## src/rtl/core/gfba_pkg.sv

```systemverilog
// ----------------------------------------------------------------------------
// gfba_pkg
// Shared widths, reset values, codes and controller/datapath bundles of the
// grouped free-block allocator.
// ----------------------------------------------------------------------------
package gfba_pkg;

  localparam int ID_W   = 10;
  localparam int TB_W   = 11;
  localparam int GL_W   = 3;
  localparam int HC_W   = 3;
  localparam int CFG_W  = 11;
  localparam int CIDX_W = 1;

  localparam int DEF_MAX_BLOCKS = 1024;
  localparam int DEF_MAX_GROUP  = 4;

  localparam logic [TB_W-1:0] TOTAL_BLOCKS_RST = 11'd1000;
  localparam logic [GL_W-1:0] GROUP_LIMIT_RST  = 3'd3;

  localparam logic [CIDX_W-1:0] CFG_TOTAL_BLOCKS = 1'b0;
  localparam logic [CIDX_W-1:0] CFG_GROUP_LIMIT  = 1'b1;

  localparam logic ACT_ALLOC = 1'b0;
  localparam logic ACT_FREE  = 1'b1;

  typedef enum logic [1:0] {
    STATUS_OK    = 2'd0,
    STATUS_EMPTY = 2'd1,
    STATUS_RANGE = 2'd2
  } status_e;

  typedef struct packed {
    logic clr;
    logic exec;
    logic load;
  } cmd_t;

  typedef struct packed {
    logic need_load;
    logic clr_last;
    logic out_free;
  } sts_t;

endpackage

```

## src/rtl/core/gfba_ctrl.sv

```systemverilog
// ----------------------------------------------------------------------------
// gfba_ctrl
// Sequencer: record-store clear sweep, request accept, group reload.
// ----------------------------------------------------------------------------
module gfba_ctrl (
  input  logic           clk_i,
  input  logic           rst_ni,
  input  logic           in_valid_i,
  output logic           in_ready_o,
  input  gfba_pkg::sts_t sts_i,
  output gfba_pkg::cmd_t cmd_o
);

  typedef enum logic [1:0] {
    ST_CLEAR,
    ST_IDLE,
    ST_LOAD
  } state_e;

  state_e state_q, state_d;
  logic   accept;

  assign in_ready_o = (state_q == ST_IDLE) && sts_i.out_free;
  assign accept     = in_valid_i && in_ready_o;

  always_comb begin
    state_d     = state_q;
    cmd_o.clr   = 1'b0;
    cmd_o.exec  = 1'b0;
    cmd_o.load  = 1'b0;
    case (state_q)
      ST_CLEAR: begin
        cmd_o.clr = 1'b1;
        if (sts_i.clr_last) begin
          state_d = ST_IDLE;
        end
      end
      ST_IDLE: begin
        if (accept) begin
          if (sts_i.need_load) begin
            state_d = ST_LOAD;
          end else begin
            cmd_o.exec = 1'b1;
          end
        end
      end
      ST_LOAD: begin
        cmd_o.load = 1'b1;
        state_d    = ST_IDLE;
      end
      default: begin
        state_d = ST_IDLE;
      end
    endcase
  end

  always_ff @(posedge clk_i or negedge rst_ni) begin
    if (!rst_ni) begin
      state_q <= ST_CLEAR;
    end else begin
      state_q <= state_d;
    end
  end

`ifndef NO_ASSERTIONS
  a_load_one_cycle: assert property (@(posedge clk_i) disable iff (!rst_ni)
    (state_q == ST_LOAD) |=> (state_q == ST_IDLE))
    else $error("reload lasted more than one cycle");

  a_no_accept_in_clear: assert property (@(posedge clk_i) disable iff (!rst_ni)
    (state_q == ST_CLEAR) |-> !in_ready_o)
    else $error("request ready during clear sweep");

  a_reload_follows: assert property (@(posedge clk_i) disable iff (!rst_ni)
    (accept && sts_i.need_load) |=> (state_q == ST_LOAD))
    else $error("group reload not started");
`endif

endmodule

```

## config.mk

```make
export PLATFORM = sky130hd
export DESIGN_NAME = gfba_ctrl
export DESIGN_NICKNAME = d
export VERILOG_FILES = /design/src/rtl/core/gfba_pkg.sv /design/src/rtl/core/gfba_ctrl.sv
export SDC_FILE = /design/constraint.sdc
export NUM_CORES = 1
export LEC_CHECK = 0
export BUFFER_PORTS_ARGS = -buffer_cell sky130_fd_sc_hd__buf_2
export CORE_AREA = 2 2 39 41
export DETAILED_ROUTE_END_ITERATION = 8
export DIE_AREA = 0 0 41 43
export PLACE_DENSITY = 0.35
export SYNTH_ARGS = -nofsm -noshare
export SYNTH_HDL_FRONTEND = slang
export SYNTH_SLANG_ARGS = --single-unit
```

## constraint.sdc

```tcl
create_clock -name clk_i -period 0.8 [get_ports clk_i]
set_clock_uncertainty 0.05 [all_clocks]
set_input_delay 0.12 -clock clk_i [delete_from_list [all_inputs] [get_ports clk_i]]
set_output_delay 0.12 -clock clk_i [all_outputs]
set_load 0.005 [all_outputs]
```

; ---- Word level (Yosys, flattened, before mapping)
; Index checks and enable logic that the tools add are counted.
[word_totals]
regBits = 2
[op_classes]
n_eq_ne = 5
muxes = 9
reduce_logical = 4
[ops]
columns = cell, count
row1 = 2-to-1 mux 2 bit, 3
row2 = "!= test 2 bit, second input constant", 3
row3 = 2-to-1 mux 1 bit, 5
row4 = one-hot mux 2 bit (2 select lines), 1
row5 = AND reduction 3 bit, 1
row6 = "== test 2 x 1 -> 1 bit, second input constant", 1
row7 = "== test 2 bit, second input constant", 1
row8 = logical AND 1 bit, 2
row9 = logical NOT 2 bit, 1

; ---- Logic depth before layout (Yosys ltp)
[logic_depth]
ltp_word = 5
depth_mapped = 2

; ---- Worst setup path before layout
; OpenSTA, ideal clock, no wires.
[synth_path]
path_kind = register to output
startpoint = register state_q[1]
endpoint = output port cmd_o[1] in the netlist's numbering
arrival_ns = 0.678
required_ns = 0.630
setup_slack_ns = -0.048
path_stages_with_launch = 3
path_buffers = 0
cell_sequence = dfrtp_1 > nand4b_1 > nor2_1
[synth_lines]
columns = element, line_no
row1 = from (decl), gfba_ctrl.sv:20  ; state_e state_q, state_d;
row2 = from (signal assigned), gfba_ctrl.sv:61  ; state_q <= state_d;
row3 = to (decl), gfba_ctrl.sv:11  ; output gfba_pkg::cmd_t cmd_o

==> run_results.csv <==
group,metric,value,unit
cells_and_area,fin_util,16.9,%
synthesis,yosysWarningCount,0,
setup_path,critPathLaunchType,"flop",
floorplan,die_w,41,um
sta,drv_slew,0,
cts,numCtsBuffers,3,
cells_and_area,final_common_cell,"buf_2",
synthesis,synth_compound_area_share,6.82,%
synthesis,synthXorXnorAreaFrac,0,%
grt,grt_overflow,0,
cells_and_area,nets,36,
cells_and_area,area_growth,112,%
grt,track_usage,5.52,%
sta,hold_slack,0.0846,ns
pwr,p_clk_share,54.6,%
synthesis,synthesis.area,110,um^2
route,totalWireLength,388,um
pwr,ir_drop,0.333,mV
route,via_count,144,
setup_path,crit_chain,"nand4b_1 -> nor2_1 -> buf_2",
cells_and_area,drive_gt1_share,53.6,%
grt,grt_max_degree,7,
sta,fin_tns_setup,-1.65,ns
route,post-route-drc-count,0,
cts,cts.sinks,2,
route,drt_iter0_drc,1,
synthesis,syn_area_per_cell,9.18,um^2
grt,grt_pass1_wl,531,um
synthesis,syn-instance-count,12,
synthesis,yosys.area_share.simple,44.3,%
floorplan,die_h,43,um
synthesis,synth_fa_ha_area_share,0,%
pwr,cellInternalPower,316,uW
setup_path,critical_path.max_fanout,2,
cells_and_area,num_antenna_cells,0,
setup_path,endpoint_kind,"output pin",
placed_design,dpl-instance-area,183,um^2
sta,final-setup-viol-count,5,
synthesis,synth_top_family_by_area,"simple AND/OR/NAND/NOR gates",
cts,cts_root_buffer,"clkbuf_4",
synthesis,synth_cell_types,8,
placed_design,port_buffers,9,
grt,grt_pass1_vias,135,
cts,clockBufferDepth,2,
placed_design,gp_congestion,0.662,
placed_design,post-place-ws,-0.194,ns
sta,fmax,0.833,GHz
route,ant_nets,0,
pwr,p_total,403,uW
pwr,p_switching,87.6,uW
run_status,status,"complete, but fails checks",
sta,rsz0062_at_grt,"true",
cts,cts_tree,"yes",
floorplan,core-area,1380,um^2
cells_and_area,final_cells,44,
sta,hold_viol,0,
floorplan,start_util,7.96,%
floorplan,rows,14,
synthesis,ys_ff_latch,2,
floorplan,ios,10,
cells_and_area,largestRegisters,"state_q: 2 flops",
cells_and_area,design_area,234,um^2
setup_path,crit_arrival,1.03,ns
route,vias_per_cell,3.27,
synthesis,muxShareOfSynthArea,0,%
floorplan,die_area,1760,um^2
setup_path,required,0.63,ns
route,routedWlPerCell,8.82,um
pwr,combPwrFrac,16.8,%
sta,period_share,150,%
sta,slew_headroom,89.2,%
sta,min_period,1.20,ns
pwr,sw_frac_of_total,21.7,%
route,drtPass1Iterations,2,
pwr,p_leak,0.130,nW
pwr,powerDensity,1720,nW/um^2
setup_path,cp_top_family,"flip-flops",
cells_and_area,top_register,"state_q",
sta,fin_ws,-0.401,ns
pwr,p_seq_share,28.5,%
run_status,violations,"setup timing",
sta,tightest_slew,0.162,ns
cells_and_area,mostFrequentLayoutCells,"buf_2 (9), nor2_1 (4), clkbuf_4 (3), buf_4 (2), dfrtp_1 (2)",
worst_hold_path,hp-class,"primary input to flop",
run,drv_cap,0,
cts,htreeDepth,1,
worst_hold_path,min_from,"sts_i[2]",
setup_path,worstSetupPathType,"flop to output pin",
setup_path,reg2reg_from,"state_q[1]",
cells_and_area,largest_register_ffs,2,
setup_path,cpPeakStageDelay,0.36,ns
cts,clk_pin_slew,0.03,ns
cts,clk_latency,0.22,ns
setup_path,critical_path_buf_inv_count,1,
placed_design,dpl.cell_count,38,
setup_path,slowest_stage,"dfrtp_1",
setup_path,critPathLaunch,"state_q[1]",
synthesis,seq_area_frac_synth,45.5,%
grt,antenna_found_initial,0,
synthesis,syn-num-nets,18,
## final timing paths
path | to | slack (ns) | depth (start not counted)
min | state_q[1] | 0.08 | 3
max in group asynchronous | state_q[1] | 0.44 | 2
min reg2reg | state_q[1] | 0.50 | 2
max reg2reg | state_q[0] | -0.11 | 3
max | cmd_o[1] | -0.40 | 3
min in group asynchronous | state_q[0] | 0.16 | 2
## cells in the mapped netlist
cell type / instances / area [um^2]
inv_1: 1 / 3.75
o21bai_1: 1 / 7.51
and3b_1: 1 / 8.76
nor2_1: 4 / 15.0
dfrtp_1: 2 / 50.1
and4_1: 1 / 8.76
and2b_1: 1 / 7.51
nand4b_1: 1 / 8.76
## layout make-up
cell class	instances	area [um^2]
tap	16	20.0
timing repair buffer	13	81.3
inverter	1	3.75
fill	161	1150
multi-input combinational	9	56.3
sequential	2	50.0
clock buffer	3	22.5
## worst min-delay path, delay by kind of cell
kind | cells | cell delay, ns
simple gates | 1 | 0.03
buf+inv | 2 | 0.16
## cells by family (layout without fill, tap and decap cells)
| group | Yosys count | in the layout |
|---|---|---|
| buffers and inverters | 1 | 17 |
| AO/OA/AOI/OAI | 1 | 1 |
| AND/OR/NAND/NOR | 8 | 8 |
| flip-flops | 2 | 2 |
## timing repair
item,4_1_cts,5_1_grt
buffers inserted,1,1
endpoints found under the hold margin,2,0
endpoints found under the setup margin,6,6
hold buffers,1,0
gates resized for setup,1,0
## power by group through the flow
stage	sequential (mW)	clock (mW)	combinational, mW
floorplan	0.115	0	0.0200
global placement	0.116	0	0.0513
detailed placement	0.117	0	0.0526
CTS	0.115	0.237	0.0624
global route	0.116	0.250	0.0754
finish	0.115	0.220	0.0679
## per-layer routing
layer | up-vias | share of wire [%] | global-route usage [%]
met4 | 0 | 0 | 8.00
li1 | 74 | - | -
met3 | 0 | 18 | 4.71
met1 | 60 | 49 | 7.40
met2 | 10 | 32 | 3.44
met5 | - | 0 | 0
No activity file was read; power rests on OpenSTA's default activity.
