<file path="src/rtl/core/gfba_pkg.sv">
// ----------------------------------------------------------------------------
// gfba_pkg
// Shared widths, reset values, codes and controller/datapath bundles of the
// grouped free-block allocator.
// ----------------------------------------------------------------------------
package gfba_pkg;

  localparam int ID_W   = 10;
  localparam int TB_W   = 11;
  localparam int GL_W   = 3;
  localparam int HC_W   = 3;
  localparam int CFG_W  = 11;
  localparam int CIDX_W = 1;

  localparam int DEF_MAX_BLOCKS = 1024;
  localparam int DEF_MAX_GROUP  = 4;

  localparam logic [TB_W-1:0] TOTAL_BLOCKS_RST = 11'd1000;
  localparam logic [GL_W-1:0] GROUP_LIMIT_RST  = 3'd3;

  localparam logic [CIDX_W-1:0] CFG_TOTAL_BLOCKS = 1'b0;
  localparam logic [CIDX_W-1:0] CFG_GROUP_LIMIT  = 1'b1;

  localparam logic ACT_ALLOC = 1'b0;
  localparam logic ACT_FREE  = 1'b1;

  typedef enum logic [1:0] {
    STATUS_OK    = 2'd0,
    STATUS_EMPTY = 2'd1,
    STATUS_RANGE = 2'd2
  } status_e;

  typedef struct packed {
    logic clr;
    logic exec;
    logic load;
  } cmd_t;

  typedef struct packed {
    logic need_load;
    logic clr_last;
    logic out_free;
  } sts_t;

endpackage

</file>
<file path="src/rtl/core/gfba_dp.sv">
// ----------------------------------------------------------------------------
// gfba_dp
// Head group registers, config registers, record-store access, result reg.
// ----------------------------------------------------------------------------
module gfba_dp #(
  parameter int MAX_BLOCKS = gfba_pkg::DEF_MAX_BLOCKS,
  parameter int MAX_GROUP  = gfba_pkg::DEF_MAX_GROUP,
  localparam int AW    = (MAX_BLOCKS > 1) ? $clog2(MAX_BLOCKS) : 1,
  localparam int CW    = $clog2(MAX_GROUP + 1),
  localparam int REC_W = MAX_GROUP * gfba_pkg::ID_W + 2 * CW
) (
  input  logic                        clk_i,
  input  logic                        rst_ni,
  input  logic                        cfg_we_i,
  input  logic [gfba_pkg::CIDX_W-1:0] cfg_idx_i,
  input  logic [gfba_pkg::CFG_W-1:0]  cfg_data_i,
  input  logic                        action_i,
  input  logic [gfba_pkg::ID_W-1:0]   block_id_i,
  input  logic                        rsp_ready_i,
  output logic                        out_valid_o,
  output logic [1:0]                  status_o,
  output logic [gfba_pkg::ID_W-1:0]   granted_o,
  output logic [gfba_pkg::HC_W-1:0]   head_count_o,
  output logic                        mem_we_o,
  output logic [AW-1:0]               mem_waddr_o,
  output logic [REC_W-1:0]            mem_wdata_o,
  output logic [AW-1:0]               mem_raddr_o,
  input  logic [REC_W-1:0]            mem_rdata_i,
  input  gfba_pkg::cmd_t              cmd_i,
  output gfba_pkg::sts_t              sts_o
);

  localparam int IW   = (MAX_GROUP > 1) ? $clog2(MAX_GROUP) : 1;
  localparam int CMPW = (CW > gfba_pkg::GL_W) ? CW : gfba_pkg::GL_W;
  localparam int ID_W = gfba_pkg::ID_W;

  logic [ID_W-1:0]           ids_q [MAX_GROUP];
  logic [ID_W-1:0]           ids_d [MAX_GROUP];
  logic [CW-1:0]             cnt_q, cnt_d;
  logic [CW-1:0]             nxt_q, nxt_d;
  logic [gfba_pkg::TB_W-1:0] tb_q;
  logic [gfba_pkg::GL_W-1:0] gl_q;
  logic [AW-1:0]             clr_cnt_q;
  logic                      out_valid_q, out_valid_d;
  gfba_pkg::status_e         out_status_q, out_status_d;
  logic [ID_W-1:0]           out_grant_q, out_grant_d;
  logic [gfba_pkg::HC_W-1:0] out_hc_q, out_hc_d;

  logic [CMPW-1:0]  eff_lim;
  logic             full;
  logic             id_bad;
  logic             head0_ok;
  logic [ID_W-1:0]  r_ids [MAX_GROUP];
  logic [CW-1:0]    r_cnt;
  logic [CW-1:0]    r_nxt;
  logic [REC_W-1:0] wrec;

  always_comb begin
    if (gl_q == '0) begin
      eff_lim = CMPW'(1);
    end else if (32'(gl_q) > MAX_GROUP) begin
      eff_lim = CMPW'(MAX_GROUP);
    end else begin
      eff_lim = CMPW'(gl_q);
    end
  end

  assign full     = CMPW'(cnt_q) >= eff_lim;
  assign id_bad   = ({1'b0, block_id_i} >= tb_q) || (32'(block_id_i) >= MAX_BLOCKS);
  assign head0_ok = 32'(ids_q[0]) < MAX_BLOCKS;

  always_comb begin
    for (int i = 0; i < MAX_GROUP; i++) begin
      r_ids[i] = mem_rdata_i[2*CW + i*ID_W +: ID_W];
      wrec[2*CW + i*ID_W +: ID_W] = ids_q[i];
    end
    r_cnt = mem_rdata_i[CW +: CW];
    r_nxt = mem_rdata_i[0 +: CW];
    wrec[CW +: CW] = cnt_q;
    wrec[0 +: CW]  = nxt_q;
  end

  assign sts_o.need_load = (action_i == gfba_pkg::ACT_ALLOC) && (cnt_q == CW'(1)) && head0_ok;
  assign sts_o.clr_last  = (clr_cnt_q == AW'(MAX_BLOCKS - 1));
  assign sts_o.out_free  = !out_valid_q || rsp_ready_i;

  assign mem_raddr_o = AW'(ids_q[0]);

  always_comb begin
    ids_d        = ids_q;
    cnt_d        = cnt_q;
    nxt_d        = nxt_q;
    out_valid_d  = out_valid_q && !rsp_ready_i;
    out_status_d = out_status_q;
    out_grant_d  = out_grant_q;
    out_hc_d     = out_hc_q;
    mem_we_o     = 1'b0;
    mem_waddr_o  = clr_cnt_q;
    mem_wdata_o  = '0;

    if (cmd_i.clr) begin
      mem_we_o = 1'b1;
    end

    if (cmd_i.exec) begin
      out_valid_d  = 1'b1;
      out_status_d = gfba_pkg::STATUS_OK;
      out_grant_d  = '0;
      if (action_i == gfba_pkg::ACT_ALLOC) begin
        if (cnt_q == '0) begin
          out_status_d = gfba_pkg::STATUS_EMPTY;
        end else if (cnt_q > CW'(1)) begin
          out_grant_d               = ids_q[IW'(cnt_q - CW'(1))];
          ids_d[IW'(cnt_q - CW'(1))] = '0;
          cnt_d                     = cnt_q - CW'(1);
        end else begin
          out_grant_d = ids_q[0];
          for (int i = 0; i < MAX_GROUP; i++) begin
            ids_d[i] = '0;
          end
          cnt_d = '0;
          nxt_d = '0;
        end
      end else begin
        if (id_bad) begin
          out_status_d = gfba_pkg::STATUS_RANGE;
        end else if (full) begin
          mem_we_o    = 1'b1;
          mem_waddr_o = AW'(block_id_i);
          mem_wdata_o = wrec;
          for (int i = 0; i < MAX_GROUP; i++) begin
            ids_d[i] = '0;
          end
          ids_d[0] = block_id_i;
          nxt_d    = cnt_q;
          cnt_d    = CW'(1);
        end else begin
          ids_d[IW'(cnt_q)] = block_id_i;
          cnt_d             = cnt_q + CW'(1);
        end
      end
      out_hc_d = gfba_pkg::HC_W'(cnt_d);
    end

    if (cmd_i.load) begin
      ids_d = r_ids;
      cnt_d = (32'(r_cnt) > MAX_GROUP) ? CW'(MAX_GROUP) : r_cnt;
      nxt_d = r_nxt;
      mem_we_o     = 1'b1;
      mem_waddr_o  = AW'(ids_q[0]);
      mem_wdata_o  = '0;
      out_valid_d  = 1'b1;
      out_status_d = gfba_pkg::STATUS_OK;
      out_grant_d  = ids_q[0];
      out_hc_d     = gfba_pkg::HC_W'(cnt_d);
    end
  end

  always_ff @(posedge clk_i or negedge rst_ni) begin
    if (!rst_ni) begin
      for (int i = 0; i < MAX_GROUP; i++) begin
        ids_q[i] <= '0;
      end
      cnt_q       <= '0;
      nxt_q       <= '0;
      tb_q        <= gfba_pkg::TOTAL_BLOCKS_RST;
      gl_q        <= gfba_pkg::GROUP_LIMIT_RST;
      clr_cnt_q   <= '0;
      out_valid_q <= 1'b0;
    end else begin
      ids_q       <= ids_d;
      cnt_q       <= cnt_d;
      nxt_q       <= nxt_d;
      out_valid_q <= out_valid_d;
      if (cmd_i.clr) begin
        clr_cnt_q <= clr_cnt_q + AW'(1);
      end
      if (cfg_we_i) begin
        case (cfg_idx_i)
          gfba_pkg::CFG_TOTAL_BLOCKS: tb_q <= cfg_data_i[gfba_pkg::TB_W-1:0];
          gfba_pkg::CFG_GROUP_LIMIT:  gl_q <= cfg_data_i[gfba_pkg::GL_W-1:0];
          default: begin
          end
        endcase
      end
    end
  end

  always_ff @(posedge clk_i) begin
    out_status_q <= out_status_d;
    out_grant_q  <= out_grant_d;
    out_hc_q     <= out_hc_d;
  end

  assign out_valid_o  = out_valid_q;
  assign status_o     = out_status_q;
  assign granted_o    = out_grant_q;
  assign head_count_o = out_hc_q;

`ifndef NO_ASSERTIONS
  a_count_bound: assert property (@(posedge clk_i) disable iff (!rst_ni)
    32'(cnt_q) <= MAX_GROUP)
    else $error("head count above group size");

  a_load_slot_free: assert property (@(posedge clk_i) disable iff (!rst_ni)
    cmd_i.load |-> !out_valid_q)
    else $error("reload with result register occupied");

  a_load_result: assert property (@(posedge clk_i) disable iff (!rst_ni)
    cmd_i.load |=> (out_valid_q && out_status_q == gfba_pkg::STATUS_OK))
    else $error("reload produced no result");
`endif

endmodule
</file>
<file path="config.mk">
export PLATFORM = sky130hd
export DESIGN_NAME = gfba_dp
export DESIGN_NICKNAME = d
export VERILOG_FILES = /design/src/rtl/core/gfba_pkg.sv /design/src/rtl/core/gfba_dp.sv
export SDC_FILE = /design/constraint.sdc
export NUM_CORES = 1
export LEC_CHECK = 0
export BUFFER_PORTS_ARGS = -buffer_cell sky130_fd_sc_hd__buf_2
export CAP_MARGIN = 0
export CORE_UTILIZATION = 39
export CTS_BUF_LIST = sky130_fd_sc_hd__clkbuf_8
export DETAILED_ROUTE_END_ITERATION = 10
export HOLD_SLACK_MARGIN = 0.15
export RECOVER_POWER = 25
export SLEW_MARGIN = 25
export SYNTH_ARGS = -nofsm -noshare
export SYNTH_HDL_FRONTEND = slang
export SYNTH_SLANG_ARGS = --single-unit
</file>
<file path="constraint.sdc">
create_clock -name clk_i -period 6.2 [get_ports clk_i]
set_input_delay 1.24 -clock clk_i [delete_from_list [all_inputs] [get_ports clk_i]]
set_output_delay 1.24 -clock clk_i [all_outputs]
set_load 0.005 [all_outputs]
</file>
Yosys cells after proc, flatten, opt, wreduce, memory -nomap -nowiden. Index checks and enable logic that the tools add are counted. Widths: inputs -> output; s select.

Register bits after elaboration: 86. Input port bits: 76. Word-level logic and storage cells: 109.

$add $sub $neg: 3. $lt $le $gt $ge: 9. Eq/ne operators: 6. Mux-type cells: 58. Bitwise operators: 6. Reductions and logical operators: 14.

Operators by type and width (count): $mux 40 (7); $mux 46 (5); $mux 10 (14); $mux 3 (17); $and 40x40->40 (1); $bwmux 40 (1); $demux 10 s2 (2); $not 40->40 (1); $bmux 10 s2 (1); $ge 10x11->1 (1); $add 10x1->10 const B (1); $eq 10x10->1 const B (1); $mux 1 (9); $ne 3x3->1 const B (3); $ge 3x3->1 const B (2); $gt 3x3->1 const B (2); $logic_not 3->1 (2); $lt 3x1->1 const B (2); $not 2->3 (2); $reduce_and 5->1 (1); $logic_and 1x1->1 (4); $mux 2 (2); $reduce_and 2->1 (2); $add 3x1->3 const B (1); other kinds (10) (12).

Longest topological paths before layout. Gate-level depths: netlist of run 1.

Depth in word-level cells: 13. Gate-level depth with buffers: 10.

Worst setup path after synthesis of run 1. Ideal clock, no wire load.

Path kind: input port to output port. From: in block_id_i[8] (netlist name). To: out mem_wdata_o[10]. Arrival time: 2767 ps. Required time: 4960 ps. Setup slack: 2193 ps. Stages on the path: 8. Path buffers: 2. Cells stage by stage: ha_1 a211oi_1 or3_1 buf_2 nand4_2 nor3_2 clkbuf_2 and2_1.

Word-level cells in the longest chain between the ends: 5.

Ends and longest elaborated chain: start: declaration (line gfba_dp.sv:18) `input logic [gfba_pkg::ID_W-1:0] block_id_i,`; $ge 10x11->1 (line gfba_dp.sv:69) `assign id_bad = ({1'b0, block_id_i} >= tb_q) || (32'(block_id_i) >= MAX_BLOCKS);`; $mux 46 (line gfba_dp.sv:125) `if (id_bad) begin`; $mux 46 (line gfba_dp.sv:109) `if (action_i == gfba_pkg::ACT_ALLOC) begin`; $mux 46 (line gfba_dp.sv:105) `if (cmd_i.exec) begin`; $mux 46 (line gfba_dp.sv:145) `if (cmd_i.load) begin`; end: declaration (line gfba_dp.sv:26) `output logic [REC_W-1:0] mem_wdata_o,`.

No other way between the ends.

Worst setup path after layout of run 1.
From: in block_id_i[8] (netlist name). To: out mem_wdata_o[24].

Same word-level chain as after synthesis.

==> results of run 1 <==
[layout make-up]
class	instances	area (um^2)	area share, %
Multi-Input combinational cell	425	3000	45.7
Sequential cell	86	2220	33.7
Timing Repair Buffer	166	837	12.7
Tap cell	180	225	3.43
Clock buffer	9	124	1.88
Inverter	30	113	1.71
Clock inverter	7	51.3	0.781
[where the power goes]
| group | switching (mW) | internal [mW] | leakage (nW) | total (mW) |
|---|---|---|---|---|
| logic | 0.386 | 0.316 | 2.01 | 0.702 |
| registers | 0.131 | 0.709 | 1.04 | 0.840 |
| clock network | 0.230 | 0.148 | 0.0914 | 0.378 |
| total | 0.747 | 1.17 | 3.14 | 1.92 |
[sequential cells by signal, summed over array words and instances (netlist names)]
signal / flops
clr_cnt_q: 10
out_valid_o: 1
ids_q: 30
head_count_o: 3
gl_q: 3
nxt_q: 3
status_o: 2
mem_raddr_o: 10
granted_o: 10
cnt_q: 3
tb_q: 11
[worst paths after layout]
check	endpoint	slack, ns	depth (start not counted)
max	mem_wdata_o[24]	1.37	9
min	status_o[1]	0.47	2
max reg2reg	nxt_q[0]	3.50	6
min reg2reg	status_o[1]	0.47	2
max in group asynchronous	ids_q[19]	1.66	2
min in group asynchronous	clr_cnt_q[1]	2.32	2
[per-stage QoR]
step	util, %	power [mW]	instance area, um^2	std cells
finish	47.5	1.92	6570	903
global route	47.5	2.04	6570	903
CTS	47.6	1.93	6580	903
detailed placement	46.3	1.55	6400	887
floorplan	-	1.31	5520	577
global placement	46.3	1.53	6400	887
[layer usage]
layer  global-route usage, %  part of all wire, %
met4                    9.57                  1.7
met2                    35.6                   46
met5                       0                    0
met1                    33.9                   46
met3                    3.99                  6.4
[critical path, stage by stage]
cell and delay (ns):
buf_2 0.12, ha_1 0.32, a211oi_1 0.26, or3_1 0.36, nand4_2 0.38, nor3_4 0.21, buf_4 0.35, and2_1 0.21
buf_2 0.12
[synth_stat cells (all sizes together) (3+ instances only)]
master	n	area, um^2
buf	20	130
nand3	4	25.0
clkbuf	16	65.1
dfrtp	63	1580
nand2b	5	31.3
a211o	4	36.3
dfstp	8	210
xor2	5	43.8
xnor2	5	43.8
nor3	15	100
ha	21	263
edfxtp	13	390
nor2	17	68.8
o31ai	3	22.5
o2bb2ai	10	87.6
and2	46	288
inv	30	113
a31oi	4	40.0
and3	3	18.8
o21ai	63	338
nand2	96	363
nand4	5	37.5
nor2b	5	31.3
a221o	6	60.1
mux2	8	97.6
o22ai	4	72.6
o211ai	15	113
a22o	30	263
a21oi	13	76.3
a22oi	11	82.6
mux4	10	225
[kinds of logic after synthesis]
group | Yosys count
and+or+nand+nor | 203
AOI/OAI and AO/OA | 173
adders and majority gates | 21
muxes | 18
buffers and inverters | 66
DFF | 86
xor gates and xnor gates | 10
==> flow_summary.json, run 1 <==
{
  "cts_resized": 0,
  "rsz0062_at_grt": "no",
  "antennaDiodeCount": 0,
  "violations": "capacitance limit, slew limit",
  "synth_compound_area_share_pct": 23.5,
  "avgRoutedWirePerCell_um": 18.9,
  "outcome": "finished, violations left",
  "fin_tns_setup_ns": 0,
  "netlist_area_um2": 5520,
  "min_period_ns": 4.83,
  "leakage_nw": 3.14,
  "setup_violations": 0,
  "cts.clk_slew.worst_paths_ns": 0.09,
  "finClkSkew_ns": 0.0156,
  "crit_start": "block_id_i[8]",
  "antenna_found_initial": 0,
  "synth_nets": 674,
  "max_cap_violations": 1,
  "synth-seq-cells": 86,
  "synth_top_family_by_area": "compound AO/OA/AOI/OAI gates",
  "synthToLayoutAreaGrowth_pct": 19.0,
  "yosys_warnings": 0,
  "drt_wl_total_mm": 17.1,
  "synthAdderAreaFrac_pct": 4.76,
  "first_pass_iters": 7,
  "maxSlewHeadroom_pct": -162,
  "viasPerCell": 5.60,
  "hold_ws_ns": 0.475,
  "start_util_pct": 39.9,
  "dpl.hpwl_mm": 12.6,
  "start_kind": "input port",
  "synth_xor_area_share_pct": 1.59,
  "ioPinCount": 162,
  "drc": 0,
  "path_max_fanout": 43,
  "cts_root_buffer": "clkbuf_8",
  "vias": 5056,
  "core-area_um2": 13800,
  "worstMarginPinSlew_ns": 3.93,
  "track_usage_pct": 23.8,
  "grt_pass1_wl_mm": 26.4,
  "hold_viol_final": 0,
  "synth_edf_count": 13,
  "reg2reg_from": "cnt_q[2]",
  "drive_above_1_share_pct": 32.1,
  "rows": 43,
  "cp-end-kind": "output port",
  "crit_type": "input port to output port",
  "async_flop_share_pct": 82.6,
  "synth.distinct_cells": 63,
  "clkLatencyLatePin_ns": 0.38,
  "hold_buffers": 0,
  "irDropWorstVdd_uv": 108,
  "initialDrtViolationCount": 423,
  "gr-total-overflow": 0,
  "worst_ep_required_time_ns": 4.96,
  "cts_inserted_buffers": 9,
  "yosys-mux-area-fraction_pct": 5.85,
  "slew_viol_final": 72,
  "fin_crit_sh_pct": 77.9,
  "ys_seq_area_share_pct": 40.2,
  "max_freq_ghz": 0.207,
  "avgSynthCellArea_um2": 9.57,
  "cts_buffer_depth": 2,
  "numPortBuffers": 161,
  "cp.arrival_ns": 3.59,
  "finalNetCount": 815,
  "final_common_cell": "buf_2",
  "clock_sinks": 86,
  "synth-main-ff-cell": "dfrtp_1",
  "final_cell_mix": "159 x buf_2, 95 x nand2_1, 63 x dfrtp_1",
  "die_area_um2": 14600,
  "cts_tree": "built",
  "power-per-cell-area_nw_per_um2": 292,
  "grt_max_degree": 72,
  "routabilityCongestion": 0.867,
  "postCtsSetupBuffers": 0,
  "setup_slack_ns": 1.37,
  "die_w_um": 121,
  "syn_inst": 577,
  "pre_cts_slack_ns": 1.41,
  "grt_pass1_vias": 4896,
  "antenna_left": 0,
  "chipHeight_um": 121,
  "hold_class": "flip-flop to flip-flop",
  "synth_simple_gate_area_share_pct": 18.5,
  "hp-start": "status_o[1]",
  "fill_cells": 1338,
  "cts.htree.levels": 3
}
Power figures use the tool's default switching activity.
==> run 2, diff against run 1 <==
--- a/config.mk
+++ b/config.mk
@@ -11,6 +11,7 @@
 export CTS_BUF_LIST = sky130_fd_sc_hd__clkbuf_8
 export DETAILED_ROUTE_END_ITERATION = 10
 export HOLD_SLACK_MARGIN = 0.15
+export PLACE_DENSITY = 0.65
 export RECOVER_POWER = 25
 export SLEW_MARGIN = 25
 export SYNTH_ARGS = -nofsm -noshare
==> constraint.sdc (replaced) <==
create_clock -name clk_i -period 4.3 [get_ports clk_i]
set_input_delay 0.86 -clock clk_i [delete_from_list [all_inputs] [get_ports clk_i]]
set_output_delay 0.86 -clock clk_i [all_outputs]
set_load 0.005 [all_outputs]
==> run 2 against run 1 <==
The run still ends with capacitance limit, slew limit left. Sequential share of layout area is 0.17 points lower. Global-route usage grew 0.95 points. Sequential power grew 45%. First-iteration DRC count is 35% higher. Critical path depth down 2. Flip-flop and latch count did not move. Die area unchanged. Combinational power is 47% higher. Hold slack got worse by 0.0028 ns. Via count increased by 3.0%. Cell count rose by 0.22%. Core utilization rose by 0.24 points.
==> flow_summary.json, run 2 (synthesis results as in run 1) <==
{
  "regMostFlops": "ids_q",
  "slew_viol_final": 44,
  "hold_buffers": 0,
  "antenna_found_initial": 0,
  "numPortBuffers": 161,
  "max_freq_ghz": 0.252,
  "gr-total-overflow": 0,
  "cts.htree.levels": 3,
  "die_area_um2": 14600,
  "wl_met3_mm": 1.65,
  "reg2reg_to": "ids_q[14]",
  "dpl.hpwl_mm": 13.2,
  "cts_tree": "built",
  "grt_pass1_vias": 5050,
  "cts_resized": 0,
  "rows": 43,
  "avgRoutedWirePerCell_um": 19.5,
  "cp-end-kind": "output port",
  "first_pass_iters": 5,
  "path_max_fanout": 15,
  "start_util_pct": 39.9,
  "routabilityCongestion": 0.913,
  "r2r_cells": 7,
  "grt_max_degree": 58,
  "clkLatencyLatePin_ns": 0.38,
  "cts.clk_slew.worst_paths_ns": 0.08,
  "cts_root_buffer": "clkbuf_8",
  "wl_met2_mm": 8.07,
  "start_kind": "flip-flop",
  "power-per-cell-area_nw_per_um2": 431,
  "viasPerCell": 5.75,
  "violations": "capacitance limit, slew limit",
  "min_to": "status_o[1]",
  "hold_ws_ns": 0.472,
  "min_period_ns": 3.96,
  "final_cell_mix": "158 x buf_2, 95 x nand2_1, 63 x dfrtp_1",
  "cts_buffer_depth": 2,
  "wl_met1_mm": 7.48,
  "max_cap_violations": 1,
  "antennaDiodeCount": 0,
  "drt_wl_total_mm": 17.7,
  "worstMarginPinSlew_ns": 2.41,
  "die_w_um": 121,
  "drive_above_1_share_pct": 32.0,
  "postCtsSetupBuffers": 0,
  "hold_viol_final": 0,
  "vias": 5208,
  "finClkSkew_ns": 0.0111,
  "hp-start": "status_o[1]",
  "rrSetupSlack_ns": 1.65,
  "largest_reg_flops": 30,
  "multi_input_area_um2": 3000,
  "fin_cells": 905,
  "fin_tns_setup_ns": 0,
  "core-area_um2": 13800,
  "setup_violations": 0,
  "clock_sinks": 86,
  "reg2reg_from": "cnt_q[2]",
  "initialDrtViolationCount": 569,
  "rsz0062_at_grt": "no",
  "leakage_nw": 3.16,
  "fin_crit_sh_pct": 92.1,
  "final_common_cell": "buf_2",
  "antenna_left": 0,
  "cp.arrival_ns": 3.10,
  "crit_type": "flip-flop to output port",
  "seqCellArea_um2": 2220,
  "hold_class": "flip-flop to flip-flop",
  "maxSlewHeadroom_pct": -60.7,
  "track_usage_pct": 24.7,
  "top_layer": "met4",
  "ioPinCount": 162,
  "chipHeight_um": 121,
  "cts_inserted_buffers": 9,
  "drc": 0,
  "dp.cells": 889,
  "holdPathStages": 2,
  "postLayoutCoreUtil_pct": 47.8,
  "outcome": "finished, violations left",
  "worst_ep_required_time_ns": 3.44,
  "fill_cells": 1316,
  "irDropWorstVdd_uv": 208,
  "synthToLayoutAreaGrowth_pct": 19.7,
  "reg_top3": "ids_q x30, tb_q x11",
  "finalNetCount": 817,
  "grt_pass1_wl_mm": 27.3
}
-- run 2: cell count changes in the layout (fill, tap and decap cells not counted), sizes merged --
cell	delta
inv	+1
clkbuf	+2
bufinv	+1
clkinvlp	-1
buf	+1
clkinv	-2
-- run 2: worst max-delay path by stage --
stage          cells after the start               to     startpoint  slack [ns]
2_1_floorplan                      8  mem_wdata_o[10]  block_id_i[8]        1.05
3_5_place_dp                       8   mem_wdata_o[4]  block_id_i[8]        0.49
6_report                           7   mem_wdata_o[3]       cnt_q[2]        0.34
5_1_grt                            7   mem_wdata_o[3]       cnt_q[2]        0.23
3_3_place_gp                       8   mem_wdata_o[0]  block_id_i[8]        0.57
4_1_cts                            7   mem_wdata_o[4]       cnt_q[2]        0.42
-- run 2: per-layer routing --
metal / track usage, % / up-vias
met1: 32.9 / 2537
met2: 38.1 / 271
li1: - / 2361
met4: 10.5 / 0
met3: 6.20 / 39
met5: 0 / -
-- run 2: area by class of cell --
type	instances	share of cell area, %
multi-input combinational	425	45.4
inverter	30	1.70
sequential	86	33.6
clock inverter	6	0.909
tap	180	3.41
clock buffer	10	2.08
timing repair buffer	168	12.9
-- run 2: critical path, cell delays in order, from the launching register on --
cell     delay (ns)
dfrtp_1        0.59
ha_1           0.41
nand2_1        0.08
o21ai_1        0.52
and4_4         0.37
nand2_1        0.25
nor3_1         0.34
buf_2          0.18
-- run 2: metrics by stage --
step                      setup slack, ns  cell area (um^2)  total power, mW
final                               0.338              6610             2.84
after global routing                0.227              6610             3.01
after CTS                           0.419              6610             2.85
after detailed placement            0.490              6410             2.25
after global placement              0.565              6410             2.22
after floorplan                      1.05              5520             1.88
-- run 2: power by group --
group | internal, mW | switching [mW] | total [mW]
clock network | 0.284 | 0.314 | 0.599
registers | 1.02 | 0.194 | 1.22
logic | 0.461 | 0.569 | 1.03
==> run 3, diff against run 2 <==
--- a/config.mk
+++ b/config.mk
@@ -5,6 +5,7 @@
 export SDC_FILE = /design/constraint.sdc
 export NUM_CORES = 1
 export LEC_CHECK = 0
+export ABC_CLOCK_PERIOD_IN_PS = 3400
 export BUFFER_PORTS_ARGS = -buffer_cell sky130_fd_sc_hd__buf_2
 export CAP_MARGIN = 0
 export CORE_UTILIZATION = 39
==> constraint.sdc (replaced) <==
create_clock -name clk_i -period 3.4 [get_ports clk_i]
set_input_delay 0.68 -clock clk_i [delete_from_list [all_inputs] [get_ports clk_i]]
set_output_delay 0.68 -clock clk_i [all_outputs]
set_load 0.005 [all_outputs]
==> run 3 against run 2 <==
The flow still finishes with violations (capacitance limit, slew limit). Die area did not move. Largest cell class unchanged. Sequential power is 26% higher. Design area increased by 2.5%. Highest routed layer unchanged. Combinational power up 33%. Clock power increased by 11%.
==> flow_summary.json, run 3 (synthesis results as in run 1) <==
{
  "outcome": "finished, violations left",
  "violations": "capacitance limit, slew limit",
  "core-area_um2": 13800,
  "rsz0062_at_grt": "yes",
  "path_max_fanout": 7,
  "clkLatencyLatePin_ns": 0.38,
  "min_period_ns": 3.33,
  "antennaDiodeCount": 0,
  "largest_reg_flops": 30,
  "grt_pass1_vias": 5085,
  "drive_above_1_share_pct": 34.8,
  "grt_pass1_wl_mm": 27.2,
  "cts_inserted_buffers": 9,
  "power-per-cell-area_nw_per_um2": 528,
  "die_area_um2": 14600,
  "rrSetupSlack_ns": 0.63,
  "avgRoutedWirePerCell_um": 19.3,
  "numPortBuffers": 161,
  "chipHeight_um": 121,
  "initialDrtViolationCount": 416,
  "cts_buffer_depth": 2,
  "gr-total-overflow": 0,
  "routabilityCongestion": 0.942,
  "hold_viol_final": 0,
  "leakage_nw": 3.25,
  "worstMarginPinSlew_ns": 1.78,
  "synthToLayoutAreaGrowth_pct": 22.6,
  "holdPathStages": 2,
  "final_common_cell": "buf_2",
  "ioPinCount": 162,
  "drt_wl_total_mm": 17.8,
  "cts_tree": "built",
  "setup_slack_ns": 0.0651,
  "placed_area_um2": 6520,
  "slew_viol_final": 72,
  "finClkSkew_ns": 0.0158,
  "track_usage_pct": 24.7,
  "first_pass_iters": 7,
  "min_to": "status_o[1]",
  "drc": 0,
  "r2r_cells": 9,
  "viasPerCell": 5.67,
  "reg_top3": "ids_q x30, tb_q x11",
  "max_cap_violations": 1,
  "maxSlewHeadroom_pct": -18.9,
  "start_util_pct": 39.9,
  "clock_sinks": 86,
  "start_kind": "flip-flop",
  "rows": 43,
  "cp-end-kind": "output port",
  "cts_root_buffer": "clkbuf_8",
  "worst_ep_required_time_ns": 2.72,
  "hold_buffers": 0,
  "fin_area_um2": 6770,
  "max_freq_ghz": 0.300,
  "grt_max_degree": 72,
  "cts.clk_slew.worst_paths_ns": 0.09,
  "dp.cells": 900,
  "vias": 5225,
  "reg2reg_to": "mem_raddr_o[9]",
  "finalNetCount": 833,
  "die_w_um": 121,
  "irDropWorstVdd_uv": 225,
  "fin_total_pwr_mw": 3.58,
  "antenna_found_initial": 0,
  "regMostFlops": "ids_q",
  "hold_class": "flip-flop to flip-flop",
  "setup_violations": 0,
  "crit_type": "flip-flop to output port",
  "cts.htree.levels": 3,
  "pre_cts_slack_ns": 0.0109,
  "antenna_left": 0,
  "fin_cells": 921,
  "final_cell_mix": "161 x buf_2, 94 x nand2_1, 63 x dfrtp_1",
  "dpl.hpwl_mm": 13.3,
  "reg2reg_from": "tb_q[8]",
  "cp.arrival_ns": 2.65,
  "hp-start": "status_o[1]",
  "fin_crit_sh_pct": 98.1
}
run 3: final cells by class:
| cell class | instances | area, um^2 |
|---|---|---|
| fillers | 1292 | 7060 |
| flip-flops and latches | 86 | 2220 |
| well taps | 180 | 225 |
| inverters | 30 | 113 |
| repair buffers | 184 | 988 |
| clock buffers | 10 | 138 |
| clock inverters | 6 | 36.3 |
| multi-input cells | 425 | 3050 |
run 3: how the worst max path moves through the flow:
stage                  startpoint               to  slack (ns)  depth (start not counted)
floorplan                cnt_q[0]  mem_wdata_o[10]        0.37                         10
global placement    block_id_i[1]   mem_wdata_o[0]         0.1                          9
detailed placement  block_id_i[1]   mem_wdata_o[0]        0.01                          9
CTS                       tb_q[6]   mem_wdata_o[4]      -0.003                          9
global route              tb_q[7]   mem_waddr_o[0]      -0.009                          9
finish                    tb_q[8]   mem_waddr_o[0]        0.07                          9
run 3: worst max-delay path, stage by stage, from the launching register on:
cell,delay (ns)
dfstp_2,0.52
inv_1,0.05
ha_1,0.31
nand4b_1,0.22
a211o_2,0.42
nand4_4,0.13
buf_4,0.17
nor3_1,0.05
a221o_1,0.28
buf_2,0.13
run 3: what timing repair did:
item | 4_1_cts | 5_1_grt
gates resized for setup | 3 | 6
setup buffers | 0 | 5
setup endpoints to repair | 53 | 55
pin swaps | 1 | 8
run 3: layer usage:
layer / wire length [um] / global-route usage (%) / part of all wire [%]
met3: 1290 / 5.22 / 7.2
met4: 544 / 11.3 / 3.1
met5: 0 / 0 / 0
met1: 7730 / 32.8 / 43
met2: 8240 / 38.5 / 46
run 3: report_power, final:
group	leakage, nW	internal, mW	switching, mW
Combinational	2.12	0.627	0.747
Clock	0.0942	0.283	0.383
Sequential	1.04	1.29	0.244
Total	3.25	2.20	1.37
run 3: stage by stage:
stage | utilization [%] | hold WS (ns) | setup TNS [ns]
floorplan | - | 0.384 | 0
global placement | 47.2 | 0.463 | 0
detailed placement | 47.2 | 0.467 | 0
CTS | 48.5 | 0.332 | -0.00489
global route | 48.9 | 0.506 | -0.0242
finish | 48.9 | 0.476 | 0
